**src/hw/rtl/bdq_pkg.sv**
```systemverilog
// Shared types and constants for the bounded double-ended queue.
// No dependencies.
`timescale 1ns / 1ps
`default_nettype none

package bdq_pkg;

   localparam int DEPTH_DEFAULT = 16;
   localparam int WORD_W        = 32;
   localparam int COUNT_W       = 5;
   localparam int CAP_W         = 5;
   localparam int APB_ADDR_W    = 3;
   localparam int APB_DATA_W    = 32;

   localparam logic [CAP_W-1:0]         CAP_RESET = 5'd16;
   localparam logic signed [WORD_W-1:0] NONE_WORD = '1;

   // register index, taken from the word address bit of paddr
   localparam logic REG_CAPACITY = 1'b0;

   typedef enum logic [1:0] {
      CMD_PUSH_FRONT = 2'd0,
      CMD_PUSH_REAR  = 2'd1,
      CMD_POP_FRONT  = 2'd2,
      CMD_POP_REAR   = 2'd3
   } cmd_type;

   typedef enum logic [1:0] {
      STAT_DONE  = 2'd0,
      STAT_FULL  = 2'd1,
      STAT_EMPTY = 2'd2
   } status_type;

   typedef enum logic {
      ST_IDLE = 1'b0,
      ST_FILL = 1'b1
   } state_type;

   typedef struct packed {
      cmd_type                  cmd;
      logic signed [WORD_W-1:0] push_word;
   } req_type;

   typedef struct packed {
      logic signed [WORD_W-1:0] popped_word;
      status_type               status;
      logic signed [WORD_W-1:0] front_word;
      logic signed [WORD_W-1:0] rear_word;
      logic [COUNT_W-1:0]       entry_count;
      logic                     is_full;
      logic                     is_empty;
   } rsp_type;

endpackage

`default_nettype wire

```
**src/hw/rtl/bounded_double_ended_queue_unit.sv**
```systemverilog
// Top level of the bounded double-ended queue: APB register block and ring engine.
// Depends on bdq_pkg, bdq_csr, bdq_engine.
//
// An operation is taken when start is high and busy is low; its result appears on
// rsp_item for exactly one cycle with rsp_strobe, and must be captured then. For pushes
// and refused operations the result shows in the cycle after the beat and busy stays
// low, so a new operation may follow at once. A pop that leaves the queue non-empty
// holds busy high for one cycle while the new front or rear word is read back through
// the registered read port of the slot RAM; its result shows after that read.
// The queue is empty after reset; capacity resets to 16 and fill stops at DEPTH.
`timescale 1ns / 1ps
`default_nettype none

module bounded_double_ended_queue_unit #(
   parameter int DEPTH = bdq_pkg::DEPTH_DEFAULT
) (
   input  wire logic                            clock,
   input  wire logic                            reset,
   input  wire logic                            start,
   output logic                                 busy,
   input  wire bdq_pkg::req_type                req_item,
   output logic                                 rsp_strobe,
   output bdq_pkg::rsp_type                     rsp_item,
   input  wire logic                            psel,
   input  wire logic                            penable,
   input  wire logic                            pwrite,
   input  wire logic [bdq_pkg::APB_ADDR_W-1:0]  paddr,
   input  wire logic [bdq_pkg::APB_DATA_W-1:0]  pwdata,
   output logic      [bdq_pkg::APB_DATA_W-1:0]  prdata,
   output logic                                 pready
);

   logic [bdq_pkg::CAP_W-1:0] capacity;

   bdq_csr u_csr (
      .clock    (clock),
      .reset    (reset),
      .psel     (psel),
      .penable  (penable),
      .pwrite   (pwrite),
      .paddr    (paddr),
      .pwdata   (pwdata),
      .prdata   (prdata),
      .pready   (pready),
      .capacity (capacity)
   );

   bdq_engine #(
      .DEPTH (DEPTH)
   ) u_engine (
      .clock      (clock),
      .reset      (reset),
      .start      (start),
      .busy       (busy),
      .req_item   (req_item),
      .rsp_strobe (rsp_strobe),
      .rsp_item   (rsp_item),
      .capacity   (capacity)
   );

endmodule

`default_nettype wire

```
**src/hw/rtl/bdq_ram.sv**
```systemverilog
// Generic single-port-write, single-port-read RAM with registered read data.
// No dependencies.
`timescale 1ns / 1ps
`default_nettype none

module bdq_ram #(
   parameter int WIDTH = 32,
   parameter int DEPTH = 16
) (
   input  wire logic                     clock,
   input  wire logic                     wr_en,
   input  wire logic [$clog2(DEPTH)-1:0] wr_addr,
   input  wire logic [WIDTH-1:0]         wr_data,
   input  wire logic                     rd_en,
   input  wire logic [$clog2(DEPTH)-1:0] rd_addr,
   output logic      [WIDTH-1:0]         rd_data
);

   logic [WIDTH-1:0] mem_ff [DEPTH];
   logic [WIDTH-1:0] rd_data_ff;

   always_ff @(posedge clock) begin
      if (wr_en) begin
         mem_ff[wr_addr] <= wr_data;
      end
      if (rd_en) begin
         rd_data_ff <= mem_ff[rd_addr];
      end
   end

   assign rd_data = rd_data_ff;

endmodule

`default_nettype wire

```
**src/hw/rtl/bdq_csr.sv**
```systemverilog
// APB register block holding the capacity register.
// Depends on bdq_pkg.
`timescale 1ns / 1ps
`default_nettype none

module bdq_csr (
   input  wire logic                             clock,
   input  wire logic                             reset,
   input  wire logic                             psel,
   input  wire logic                             penable,
   input  wire logic                             pwrite,
   input  wire logic [bdq_pkg::APB_ADDR_W-1:0]   paddr,
   input  wire logic [bdq_pkg::APB_DATA_W-1:0]   pwdata,
   output logic      [bdq_pkg::APB_DATA_W-1:0]   prdata,
   output logic                                  pready,
   output logic      [bdq_pkg::CAP_W-1:0]        capacity
);

   logic [bdq_pkg::CAP_W-1:0] capacity_ff;
   logic [bdq_pkg::CAP_W-1:0] capacity_in;
   logic                      reg_sel;

   assign reg_sel = (paddr[bdq_pkg::APB_ADDR_W-1] == bdq_pkg::REG_CAPACITY);

   always_comb begin
      capacity_in = capacity_ff;
      if (psel && penable && pwrite && reg_sel) begin
         capacity_in = pwdata[bdq_pkg::CAP_W-1:0];
      end
   end

   always_ff @(posedge clock) begin
      if (reset) begin
         capacity_ff <= bdq_pkg::CAP_RESET;
      end else begin
         capacity_ff <= capacity_in;
      end
   end

   always_comb begin
      prdata = '0;
      if (reg_sel) begin
         prdata = {{(bdq_pkg::APB_DATA_W - bdq_pkg::CAP_W){1'b0}}, capacity_ff};
      end
   end

   assign pready   = 1'b1;
   assign capacity = capacity_ff;

endmodule

`default_nettype wire

```
**src/hw/rtl/bdq_engine.sv**
```systemverilog
// Ring-buffer engine: head/tail pointers, count, cached end words, slot RAM.
// Depends on bdq_pkg and bdq_ram.
`timescale 1ns / 1ps
`default_nettype none

module bdq_engine #(
   parameter int DEPTH = bdq_pkg::DEPTH_DEFAULT
) (
   input  wire logic                      clock,
   input  wire logic                      reset,
   input  wire logic                      start,
   output logic                           busy,
   input  wire bdq_pkg::req_type          req_item,
   output logic                           rsp_strobe,
   output bdq_pkg::rsp_type               rsp_item,
   input  wire logic [bdq_pkg::CAP_W-1:0] capacity
);

   localparam int          PTR_W   = $clog2(DEPTH);
   localparam logic [31:0] DEPTH_V = 32'(DEPTH);
   localparam logic [PTR_W-1:0] LAST_PTR = PTR_W'(DEPTH - 1);

   function automatic logic [PTR_W-1:0] ring_next(input logic [PTR_W-1:0] p);
      return (p == LAST_PTR) ? '0 : p + 1'b1;
   endfunction

   function automatic logic [PTR_W-1:0] ring_prev(input logic [PTR_W-1:0] p);
      return (p == '0) ? LAST_PTR : p - 1'b1;
   endfunction

   function automatic logic at_limit(input logic [bdq_pkg::COUNT_W-1:0] cnt,
                                     input logic [bdq_pkg::CAP_W-1:0]   cap);
      return (cnt >= cap) || ({{(32 - bdq_pkg::COUNT_W){1'b0}}, cnt} >= DEPTH_V);
   endfunction

   bdq_pkg::state_type                    state_ff, state_in;
   logic [PTR_W-1:0]                      head_ff, head_in;
   logic [PTR_W-1:0]                      tail_ff, tail_in;
   logic [bdq_pkg::COUNT_W-1:0]           count_ff, count_in;
   logic signed [bdq_pkg::WORD_W-1:0]     front_ff, front_in;
   logic signed [bdq_pkg::WORD_W-1:0]     rear_ff, rear_in;
   logic                                  fill_front_ff, fill_front_in;
   bdq_pkg::rsp_type                      rsp_ff, rsp_in;
   logic                                  rsp_valid_ff, rsp_valid_in;

   logic                                  accept;
   logic                                  need_read;
   logic                                  full_now;
   logic                                  wr_en;
   logic [PTR_W-1:0]                      wr_addr;
   logic [PTR_W-1:0]                      rd_addr;
   logic [bdq_pkg::WORD_W-1:0]            rd_data;
   bdq_pkg::status_type                   status;
   logic signed [bdq_pkg::WORD_W-1:0]     popped;

   bdq_ram #(
      .WIDTH (bdq_pkg::WORD_W),
      .DEPTH (DEPTH)
   ) u_slots (
      .clock   (clock),
      .wr_en   (wr_en),
      .wr_addr (wr_addr),
      .wr_data (req_item.push_word),
      .rd_en   (need_read),
      .rd_addr (rd_addr),
      .rd_data (rd_data)
   );

   // next state
   always_comb begin
      state_in = state_ff;
      case (state_ff)
         bdq_pkg::ST_IDLE: begin
            if (accept && need_read) begin
               state_in = bdq_pkg::ST_FILL;
            end
         end
         bdq_pkg::ST_FILL: begin
            state_in = bdq_pkg::ST_IDLE;
         end
         default: begin
            state_in = bdq_pkg::ST_IDLE;
         end
      endcase
   end

   // state outputs
   always_comb begin
      busy = 1'b0;
      case (state_ff)
         bdq_pkg::ST_IDLE: busy = 1'b0;
         bdq_pkg::ST_FILL: busy = 1'b1;
         default:          busy = 1'b1;
      endcase
   end

   assign accept   = start && !busy;
   assign full_now = at_limit(count_ff, capacity);

   // datapath
   always_comb begin
      head_in       = head_ff;
      tail_in       = tail_ff;
      count_in      = count_ff;
      front_in      = front_ff;
      rear_in       = rear_ff;
      fill_front_in = fill_front_ff;
      rsp_in        = rsp_ff;
      rsp_valid_in  = 1'b0;
      need_read     = 1'b0;
      wr_en         = 1'b0;
      wr_addr       = head_ff;
      rd_addr       = head_ff;
      status        = bdq_pkg::STAT_DONE;
      popped        = bdq_pkg::NONE_WORD;

      if (accept) begin
         case (req_item.cmd)
            bdq_pkg::CMD_PUSH_FRONT: begin
               if (full_now) begin
                  status = bdq_pkg::STAT_FULL;
               end else begin
                  wr_en    = 1'b1;
                  wr_addr  = ring_prev(head_ff);
                  head_in  = ring_prev(head_ff);
                  count_in = count_ff + 1'b1;
                  front_in = req_item.push_word;
                  if (count_ff == '0) begin
                     rear_in = req_item.push_word;
                  end
               end
            end
            bdq_pkg::CMD_PUSH_REAR: begin
               if (full_now) begin
                  status = bdq_pkg::STAT_FULL;
               end else begin
                  wr_en    = 1'b1;
                  wr_addr  = tail_ff;
                  tail_in  = ring_next(tail_ff);
                  count_in = count_ff + 1'b1;
                  rear_in  = req_item.push_word;
                  if (count_ff == '0) begin
                     front_in = req_item.push_word;
                  end
               end
            end
            bdq_pkg::CMD_POP_FRONT: begin
               if (count_ff == '0) begin
                  status = bdq_pkg::STAT_EMPTY;
               end else begin
                  popped        = front_ff;
                  head_in       = ring_next(head_ff);
                  count_in      = count_ff - 1'b1;
                  rd_addr       = ring_next(head_ff);
                  need_read     = (count_ff != bdq_pkg::COUNT_W'(1));
                  fill_front_in = 1'b1;
               end
            end
            default: begin
               if (count_ff == '0) begin
                  status = bdq_pkg::STAT_EMPTY;
               end else begin
                  popped        = rear_ff;
                  tail_in       = ring_prev(tail_ff);
                  count_in      = count_ff - 1'b1;
                  rd_addr       = ring_prev(ring_prev(tail_ff));
                  need_read     = (count_ff != bdq_pkg::COUNT_W'(1));
                  fill_front_in = 1'b0;
               end
            end
         endcase

         rsp_in.popped_word = popped;
         rsp_in.status      = status;
         rsp_in.entry_count = count_in;
         rsp_in.is_full     = at_limit(count_in, capacity);
         rsp_in.is_empty    = (count_in == '0);
         rsp_in.front_word  = (count_in == '0) ? bdq_pkg::NONE_WORD : front_in;
         rsp_in.rear_word   = (count_in == '0) ? bdq_pkg::NONE_WORD : rear_in;
         rsp_valid_in       = !need_read;
      end else if (state_ff == bdq_pkg::ST_FILL) begin
         // slot read returns the new end word
         if (fill_front_ff) begin
            front_in          = rd_data;
            rsp_in.front_word = rd_data;
         end else begin
            rear_in           = rd_data;
            rsp_in.rear_word  = rd_data;
         end
         rsp_valid_in = 1'b1;
      end
   end

   always_ff @(posedge clock) begin
      if (reset) begin
         state_ff     <= bdq_pkg::ST_IDLE;
         head_ff      <= '0;
         tail_ff      <= '0;
         count_ff     <= '0;
         rsp_valid_ff <= 1'b0;
      end else begin
         state_ff     <= state_in;
         head_ff      <= head_in;
         tail_ff      <= tail_in;
         count_ff     <= count_in;
         rsp_valid_ff <= rsp_valid_in;
      end
   end

   always_ff @(posedge clock) begin
      front_ff      <= front_in;
      rear_ff       <= rear_in;
      fill_front_ff <= fill_front_in;
      rsp_ff        <= rsp_in;
   end

   assign rsp_strobe = rsp_valid_ff;
   assign rsp_item   = rsp_ff;

endmodule

`default_nettype wire

```
**config.mk**
```make
export PLATFORM = sky130hd
export DESIGN_NAME = bounded_double_ended_queue_unit
export DESIGN_NICKNAME = d
export VERILOG_FILES = /design/src/hw/rtl/bdq_pkg.sv /design/src/hw/rtl/bounded_double_ended_queue_unit.sv /design/src/hw/rtl/bdq_ram.sv /design/src/hw/rtl/bdq_csr.sv /design/src/hw/rtl/bdq_engine.sv
export SDC_FILE = /design/constraint.sdc
export NUM_CORES = 1
export LEC_CHECK = 0
export BUFFER_PORTS_ARGS = -buffer_cell sky130_fd_sc_hd__buf_4
export CAP_MARGIN = 10
export CORE_ASPECT_RATIO = 1.25
export CORE_MARGIN = 4
export CORE_UTILIZATION = 50
export CTS_BUF_LIST = sky130_fd_sc_hd__clkbuf_16
export DETAILED_ROUTE_END_ITERATION = 8
export PLACE_DENSITY = 0.7
export SLEW_MARGIN = 20
export SYNTH_ARGS = -nofsm -noshare
export SYNTH_HDL_FRONTEND = slang
export SYNTH_SLANG_ARGS = --single-unit
export TNS_END_PERCENT = 1
```
**constraint.sdc**
```tcl
create_clock -name clock -period 9.6 [get_ports clock]
set_clock_uncertainty 0.1 [all_clocks]
set_input_delay 1.44 -clock clock [delete_from_list [all_inputs] [get_ports clock]]
set_output_delay 1.44 -clock clock [all_outputs]
set_load 0.01 [all_outputs]
```
After elaboration in Yosys (flattened, before gate mapping) --
Memory sizes are Yosys's and may differ from the RTL's. A register that Yosys moved wholly into a read port is not among the register bits. Cells that the tools add are included.
Operators by class: bitwise operators 5, $add $sub $neg 7, equality and inequality tests 8, magnitude comparators 4, mux-type cells 63, reduce and logical (&&, ||, !) cells 25
Operator list (number):
- two-way mux 32 bit | 16
- case mux 32 bit (2 select lines) | 3
- two-way mux 64 bit | 2
- two-way mux 4 bit | 13
- case mux 4 bit (2 select lines) | 4
- two-way mux 5 bit | 5
- two-way mux 1 bit | 15
- zero test 4 bit | 3
- subtractor 4 x 1 -> 4 bit, second input constant | 3
- >= comparator 5 bit | 2
- >= comparator 5 bit, second input constant | 2
- zero test 5 bit | 2
- adder 4 x 1 -> 4 bit, second input constant | 2
- == test 4 bit, second input constant | 2
- != test 2 bit, second input constant | 3
- case mux 1 bit (2 select lines) | 3
- AND reduction 2 bit | 3
- nonzero test 2 bit | 3
- adder 5 x 1 -> 5 bit, second input constant | 1
- logical AND 1 bit | 5
- != test 5 x 1 -> 1 bit, second input constant | 1
- NOT 1 bit | 5
- subtractor 5 x 1 -> 5 bit, second input constant | 1
- two-way mux 2 bit | 2
- 8 further kinds | 11
Word-level totals: flip-flop bits (word level) 190, output and inout port bits 140, memory bits (writable) 512, memories 1, input port bits 75, logic and storage cells 129
Memory list:
- u_engine.u_slots.mem_ff | depth 16, bits a word 32, rd ports 1, clocked after Yosys merged registers in 1, wr ports 1, RTL line bdq_ram.sv:19 | logic [WIDTH-1:0] mem_ff [DEPTH];

Longest topological paths before layout --
Gate-level depths: netlist (run 1).
depth after elaboration 9, mapped depth 15, gate-level depth less buffers 14

By module --
From an unflattened synthesis (run 1), not the netlist that was laid out.
Second synthesis, totals: cell total of the unflattened synthesis 1746, area total of the unflattened synthesis 30937.2 µm²
Modules (own cells, without submodules):
- bdq_ram | seq. area each 16335.7 µm², instances 1, area each 20155.6 µm², cells an instance 838
- bdq_engine | seq. area each 5405.2 µm², instances 1, area each 10287.4 µm², cells an instance 850
- bdq_csr | seq. area each 100.1 µm², instances 1, area each 494.2 µm², cells an instance 58

Worst setup path before layout (run 1) --
No wires, ideal clock.
path type input to register, start point input req_item[33] (netlist name), end point memory u_engine.u_slots.mem_ff[1][0] (enable), library setup time 421 ps, buffers on the path 3, cell stages on the path 7, data required time 9079 ps, data arrival time 4166 ps, path slack 4913 ps, cell sequence clkbuf_1 clkbuf_1 clkbuf_1 nor3_1 o21ai_0 o21ai_0 nor2_1
Between the ends: word-level cells in the longest chain between the ends 6, elaborated cells on any way between the ends 9, classes of those cells eq/ne: 1; mux: 6; reduce/logical: 2
RTL lines:
- start: declaration | RTL line bounded_double_ended_queue_unit.sv:21 | input wire bdq_pkg::req_type req_item,
- == test 2 x 1 -> 1 bit or zero test 2 bit (tied branches) | RTL line bdq_engine.sv:118 | case (req_item.cmd)
- OR reduction 2 bit (no line)
- two-way mux 1 bit
- two-way mux 1 bit | RTL line bdq_engine.sv:117 | if (accept) begin
- two-way mux 1 bit | RTL line bdq_ram.sv:23 | if (wr_en) begin
- two-way mux 1 bit (implied by the code) | RTL line bdq_ram.sv:24 | mem_ff[wr_addr] <= wr_data;
- end: declaration | RTL line bdq_ram.sv:19
Parallel ways exist; a longest one is shown, timed or not.

Final worst setup path (run 1) --
start point input start, end point register u_engine.u_slots.rd_data_ff[29] (netlist: u_engine.u_slots.rd_data[29]) (read register of u_engine.u_slots.mem_ff), data pin
Between the ends: word-level cells in the longest chain between the ends 2, elaborated cells on any way between the ends 3, classes of those cells mux: 2; reduce/logical: 1
RTL lines:
- start: declaration | RTL line bounded_double_ended_queue_unit.sv:19 | input wire logic start,
- logical AND 1 bit (*) | RTL line bdq_engine.sv:97 | assign accept = start && !busy;
- two-way mux 4 bit or two-way mux 1 bit (tied branches) | RTL line bdq_engine.sv:117
- end: declaration | RTL line bdq_ram.sv:20 | logic [WIDTH-1:0] rd_data_ff;
Mark *: on every way between the ends. The rest lies on a longest branch, timed or not. A chain may end at the register's enable or synchronous reset.

==> out/qor.txt, run 1 <==
status - finished clean
Initial DRC Count - 2340
antenna violations before repair - 0
H-tree depth - 3
root buffer cell - clkbuf_16
worst r2r src - u_engine.count_ff[0]$_SDFFE_PP0P_
Worst Tran Pin Value - 1.13 ns
RSZ-0062 raised after global routing - false
Gate Count Post-Synth - 2451
TNS Setup - 0 ns
Critical Path AT - 5.33 ns
CP Launch Type - primary input
worst hold endpoint - u_csr.capacity[4]$_SDFFE_PP1P_
Ant. Diodes - 0
total track usage - 22.4%
FF-to-FF path depth - 10
worst skew pair latency - 0.61 ns
share of cells above drive strength 1 - 12.7%
Reg clk slew, reported paths - 0.06 ns
Hold Crit Class - flip-flop to flip-flop
FF-to-FF setup slack - 4.98 ns
Core Rows - 100
core area - 59800 um^2
min cycle time layout - 5.11 ns
EDFF count, synth - 714
crit-path max FO - 79
DRC - 0
dominant cells by area after synthesis - edfxtp_1 (71%), nand2_1 (9.4%), nand3_1 (4.5%)
top cell type by total area after synthesis - edfxtp_1
Final Max Tran Viols - 0
sequential cell area fraction in the yosys report - 72.1%
Crit Reg-Reg Endpoint - u_engine.u_slots.mem_ff[0][0]$_DFFE_PP_
IO Pins - 215
Die Y-Extent - 283 um
mean routed wirelength per cell - 22.0 um
ys async rst share - 0%
Initial Util - 50.7%
Hold Path Origin - u_csr.capacity[4]$_SDFFE_PP1P_
Peak VDD IR - 114 uV
max cap viols - 0
postcts setup bufs - 0
PD cells - 227 nW/um^2
DIE AREA - 64600 um^2
synthesized area - 30300 um^2
Worst Path Required - 9.83 ns
Nets - 2663
count of cell types in the netlist - 68
via count - 19900
period utilization - 53.2%
WHS Path Cells - 2
Port Buffer Count - 157
final wirelength - 74300 um
Die W - 228 um
relative slew slack - 24.9%
Placer Congestion - 0.844
fill count - 4629
first-pass GRT wire length - 114000 um
Syn Area/Cell - 12.4 um^2
Hold Buf Count CTS - 0
register bit total from synthesis - 734
pin count of the biggest net entering global routing - 157
Routed Antenna Nets - 0
Syn. warnings - 0
CTS Buffer Depth - 3
Post-DP HPWL - 41000 um
Area Growth Syn to Fin - 13.5%
Clock Sink Count - 734
vias per std cell - 5.87
LEAKAGE - 12.3 nW
top cell type's share of synthesized area - 70.8%
FMAX - 196 MHz
grt ovf - 0
Post-CTS Resized - 0
total power draw - 7.82 mW
element type at the critical path end - flip-flop
top_reg_cell synth - edfxtp_1
Fin. Hold Viols - 0
final setup fails - 0
TritonCTS buffer count - 69
number of global-route vias before repair - 19300
total iterations of the first detailed-routing run - 5
CTS tree - done
Crit Path Class - primary input to flip-flop
[logic make-up (layout without fill, tap and decap cells)]
logic type | Yosys count | in the layout | synth area share [%]
and+or+nand+nor | 1268 | 1268 | 18.2
adders and majority gates | 20 | 20 | 0.826
DFF | 734 | 734 | 72.1
buffers and inverters | 197 | 340 | 3.14
xor gates and xnor gates | 6 | 6 | 0.223
other | 2 | 28 | 0.0248
AOI/OAI and AO/OA | 214 | 214 | 5.11
muxes | 10 | 10 | 0.355
[state kept, by name, summed over array words and instances (netlist names)]
signal	count
u_engine.u_slots.mem_ff	512
u_engine.rsp_item	105
u_engine.front_ff	32
u_engine.rear_ff	32
u_engine.u_slots.rd_data	32
u_csr.capacity	5
u_engine.count_ff	5
u_engine.head_ff	4
u_engine.tail_ff	4
u_engine.fill_front_ff	1
u_engine.rsp_strobe	1
u_engine.state_ff	1
[synth_stat cells, types with 5 or more instances]
cell type,n
o22a_1,32
a32oi_1,35
mux2i_1,7
or2_1,60
nand2b_1,7
nand2_1,760
ha_1,20
buf_2,31
a31oi_1,67
buf_6,9
buf_1,15
a22oi_1,5
edfxtp_1,714
inv_1,18
nand3_1,270
clkbuf_1,93
xnor2_1,5
nor2b_1,6
nor3_1,14
nor2_1,86
nand4_1,35
o21ai_0,13
dfxtp_1,20
a21oi_1,22
buf_4,28
[report_power, final]
part           internal, mW  total [mW]  switching, mW
clock network          1.53        2.68           1.14
logic                 0.431        1.29          0.858
registers              3.77        3.86         0.0878
[per-layer routing]
metal / part of all wire (%) / up-vias / global-route usage, %
met5: 0 / - / 0
met4: 2.3 / 0 / 7.27
met3: 8.6 / 118 / 3.91
met2: 49 / 933 / 37.1
met1: 40 / 9803 / 30.4
li1: - / 9015 / -
[critical path: stages]
cell and delay (ns):
buf_4 0.12, nand2b_1 0.42, inv_4 0.63, nand3_2 0.33, nand2_1 0.24, o21a_4 0.35
buf_4 0.91, nor2_2 0.07, buf_4 0.34, a22oi_1 0.25, nand4_1 0.17
[cell usage in the layout, fill, tap and decap left out, types with 4 or more instances in the layout]
cell and n:
nand2_1 759, nand4_1 35, a21oi_1 22, clkinv_2 7
nor2_4 17, edfxtp_1 714, o22a_1 32, o31ai_1 4
clkbuf_16 73, conb_1 28, nor3_1 14, dfxtp_1 20
clkinv_1 14, ha_1 20, or2_1 60, mux2i_1 7
a22oi_1 5, and3_1 4, a32oi_1 35, o21ai_0 12
xnor2_1 5, buf_4 194, inv_1 39, o41ai_1 4
nand2b_1 7, nand3_1 270, nor2_1 66, bufinv_16 6
or2_2 4, a31oi_1 67, nor2b_1 5
[area by class of cell]
class,instances,area (um^2),area share [%]
Tap cell,765,957,2.78
Sequential cell,734,21800,63.5
Inverter,21,81.3,0.236
Clock inverter,50,388,1.13
Timing Repair Buffer,196,1500,4.37
Clock buffer,73,1830,5.31
Multi-Input combinational cell,1546,7800,22.7
[worst max path at each step]
stage / endpoint / depth (start not counted) / from
2_1_floorplan: u_engine.u_slots.mem_ff[1][0]$_DFFE_PP_ / 7 / req_item[33]
3_3_place_gp: u_engine.u_slots.rd_data[29]$_DFFE_PP_ / 11 / start
3_5_place_dp: u_engine.u_slots.rd_data[29]$_DFFE_PP_ / 11 / start
4_1_cts: u_engine.u_slots.rd_data[29]$_DFFE_PP_ / 11 / start
5_1_grt: u_engine.u_slots.rd_data[29]$_DFFE_PP_ / 11 / start
6_report: u_engine.u_slots.rd_data[29]$_DFFE_PP_ / 11 / start
[stage by stage]
step,setup WS (ns),utilization [%],cell area (um^2),instances,hold WS (ns)
2_1_floorplan,4.91,-,30400,2477,0.345
3_3_place_gp,3.97,53.8,32200,3261,0.369
3_5_place_dp,3.91,53.8,32200,3261,0.386
4_1_cts,4.54,57.5,34400,3384,0.431
5_1_grt,4.31,57.5,34400,3385,0.450
6_report,4.49,57.5,34400,3385,0.420
No activity file was read; power rests on OpenSTA's default activity.
==> run 2: changes to the inputs <==
Clock period 9.6 ns to 5.2 ns, I/O delays scaled along.
==> run 2 against run 1 <==
Clock power up 90%. Total power grew 87%. Routed wire length is 1.0% higher. Non-clock buffer count increased by 18. Critical path type is now flip-flop to flip-flop. Via count grew 1.7%. Flip-flop and latch count unchanged. Clock-buffer cell count stayed put. Worst setup slack got worse by 3.6 ns. Largest cell class unchanged.
==> out/qor.txt, run 2 (same netlist as run 1, synthesis figures left out) <==
total track usage - 22.4%
Buf/Inv on CP - 2
final setup fails - 0
Port Buffer Count - 157
family with the most delay on the worst path - simple AND/OR/NAND/NOR gates
postcts setup bufs - 0
share of cells above drive strength 1 - 13.5%
Biggest register - u_engine.u_slots.mem_ff
TNS Setup - 0 ns
Initial Util - 50.7%
mean routed wirelength per cell - 22.0 um
Hold Path Origin - pwdata[4]
Worst Path Required - 5.33 ns
DRC - 0
min cycle time layout - 4.34 ns
Fin. Hold Viols - 0
FF-to-FF setup slack - 0.86 ns
CTS Buffer Depth - 3
Die Y-Extent - 283 um
H-tree depth - 3
Critical Path AT - 4.47 ns
Initial DRC Count - 2509
met2 routed WL - 36300 um
Multi-input gate area - 7800 um^2
LEAKAGE - 12.4 nW
pin count of the biggest net entering global routing - 101
core area - 59800 um^2
Die W - 228 um
via count - 20200
Hold Crit Class - primary input to flip-flop
WL met1 - 29600 um
total iterations of the first detailed-routing run - 6
Peak VDD IR - 301 uV
DIE AREA - 64600 um^2
Core Rows - 100
max cap viols - 0
crit-path cells - inv_1, ha_1, nor2b_1, o211ai_1, nand2_1, a2111oi_0, or3_1, nand3_1, nor2_4, buf_4
WHS Path Cells - 3
Post-CTS Resized - 0
met3 WL - 7000 um
Post-DP HPWL - 43300 um
Reg clk slew, reported paths - 0.06 ns
antenna violations before repair - 3
Nets - 2682
CP Launch Type - flip-flop
final wirelength - 75100 um
fill count - 4607
Routed Antenna Nets - 0
Placer Congestion - 0.866
grt ovf - 0
Top Metal Used - met4
Area Growth Syn to Fin - 14.5%
Worst Tran Pin Value - 1.11 ns
relative slew slack - 25.9%
FF-to-FF path depth - 10
IO Pins - 215
number of global-route vias before repair - 19500
root buffer cell - clkbuf_16
RSZ-0062 raised after global routing - false
PD cells - 422 nW/um^2
register area - 21800 um^2
element type at the critical path end - flip-flop
first-pass GRT wire length - 114000 um
commonest non-fill, non-tap cell in the layout - nand2_1
vias per std cell - 5.93
crit-path max FO - 26
Hold Buf Count CTS - 0
TritonCTS buffer count - 70
worst skew pair latency - 0.61 ns
most frequent cells in the layout - nand2_1 (759), edfxtp_1 (714), nand3_1 (270)
FMAX - 230 MHz
worst r2r src - u_engine.count_ff[0]$_SDFFE_PP0P_
Clock Sink Count - 734
Slowest-stage cell, CP - a2111oi_0
Crit Path Class - flip-flop to flip-flop
max FFs per register - 512
Slowest Stage Delay on Critical Path - 0.56 ns
fin util - 58.0%
worst hold endpoint - u_csr.capacity[4]$_SDFFE_PP1P_
Crit Reg-Reg Endpoint - u_engine.u_slots.mem_ff[2][20]$_DFFE_PP_
Final Max Tran Viols - 0
status - finished clean
CTS tree - done
period utilization - 83.5%
==> run 2: cell count changes in the layout (fill, tap and decap cells not counted), sizes merged <==
cell	previous run	this run
buf	196	214
bufinv	6	8
clkinv	23	26
clkinvlp	1	0
diode	0	3
inv	41	38
==> run 2: worst max path at each step <==
stage | from | end | slack, ns | cells past startpoint
3_3_place_gp | u_engine.count_ff[0]$_SDFFE_PP0P_ | u_engine.u_slots.mem_ff[3][17]$_DFFE_PP_ | 1.03 | 10
3_5_place_dp | u_engine.count_ff[0]$_SDFFE_PP0P_ | u_engine.u_slots.mem_ff[2][22]$_DFFE_PP_ | 0.85 | 10
2_1_floorplan | u_engine.count_ff[0]$_SDFFE_PP0P_ | u_engine.u_slots.mem_ff[8][0]$_DFFE_PP_ | 0.98 | 10
6_report | u_engine.count_ff[0]$_SDFFE_PP0P_ | u_engine.u_slots.mem_ff[2][20]$_DFFE_PP_ | 0.86 | 10
5_1_grt | u_engine.count_ff[0]$_SDFFE_PP0P_ | u_engine.u_slots.mem_ff[2][20]$_DFFE_PP_ | 0.57 | 10
4_1_cts | u_engine.count_ff[0]$_SDFFE_PP0P_ | u_engine.u_slots.mem_ff[2][20]$_DFFE_PP_ | 0.83 | 10
==> run 2: worst reg2reg max path, stage by stage (launching register included) <==
cell and delay [ns]:
dfxtp_1 0.48, inv_1 0.17, ha_1 0.31, nor2b_1 0.05, o211ai_1 0.41, nand2_1 0.41
a2111oi_0 0.56, or3_1 0.22, nand3_1 0.33, nor2_4 0.37, buf_4 0.53
==> run 2: layout make-up <==
cell class	instances	area share (%)
inverter	21	0.234
clock buffer	73	5.26
antenna	3	0.0216
multi-input combinational	1546	22.5
clock inverter	51	1.32
tap	765	2.76
sequential	734	62.9
timing repair buffer	214	4.99
==> run 2: stage by stage <==
step | area, um^2 | instances | setup slack, ns | total power, mW | hold slack (ns)
after floorplan | 30400 | 2477 | 0.984 | 8.73 | 0.345
after global placement | 32400 | 3280 | 1.03 | 9.58 | 0.364
after detailed placement | 32400 | 3280 | 0.849 | 9.65 | 0.386
after CTS | 34700 | 3404 | 0.834 | 14.7 | 0.272
after global routing | 34700 | 3407 | 0.575 | 15.2 | 0.301
final | 34700 | 3407 | 0.858 | 14.7 | 0.304
==> run 2: power by group <==
group | switching, mW | total (mW) | leakage [nW] | internal (mW)
combinational | 1.61 | 2.45 | 4.58 | 0.835
sequential | 0.160 | 7.12 | 6.66 | 6.96
clock | 2.15 | 5.09 | 1.19 | 2.94
==> run 2: per-layer routing <==
metal	vias up	global-route usage, %
met3	172	3.70
met2	1094	36.4
met4	0	8.53
met1	9869	30.8
met5	-	0
li1	9066	-
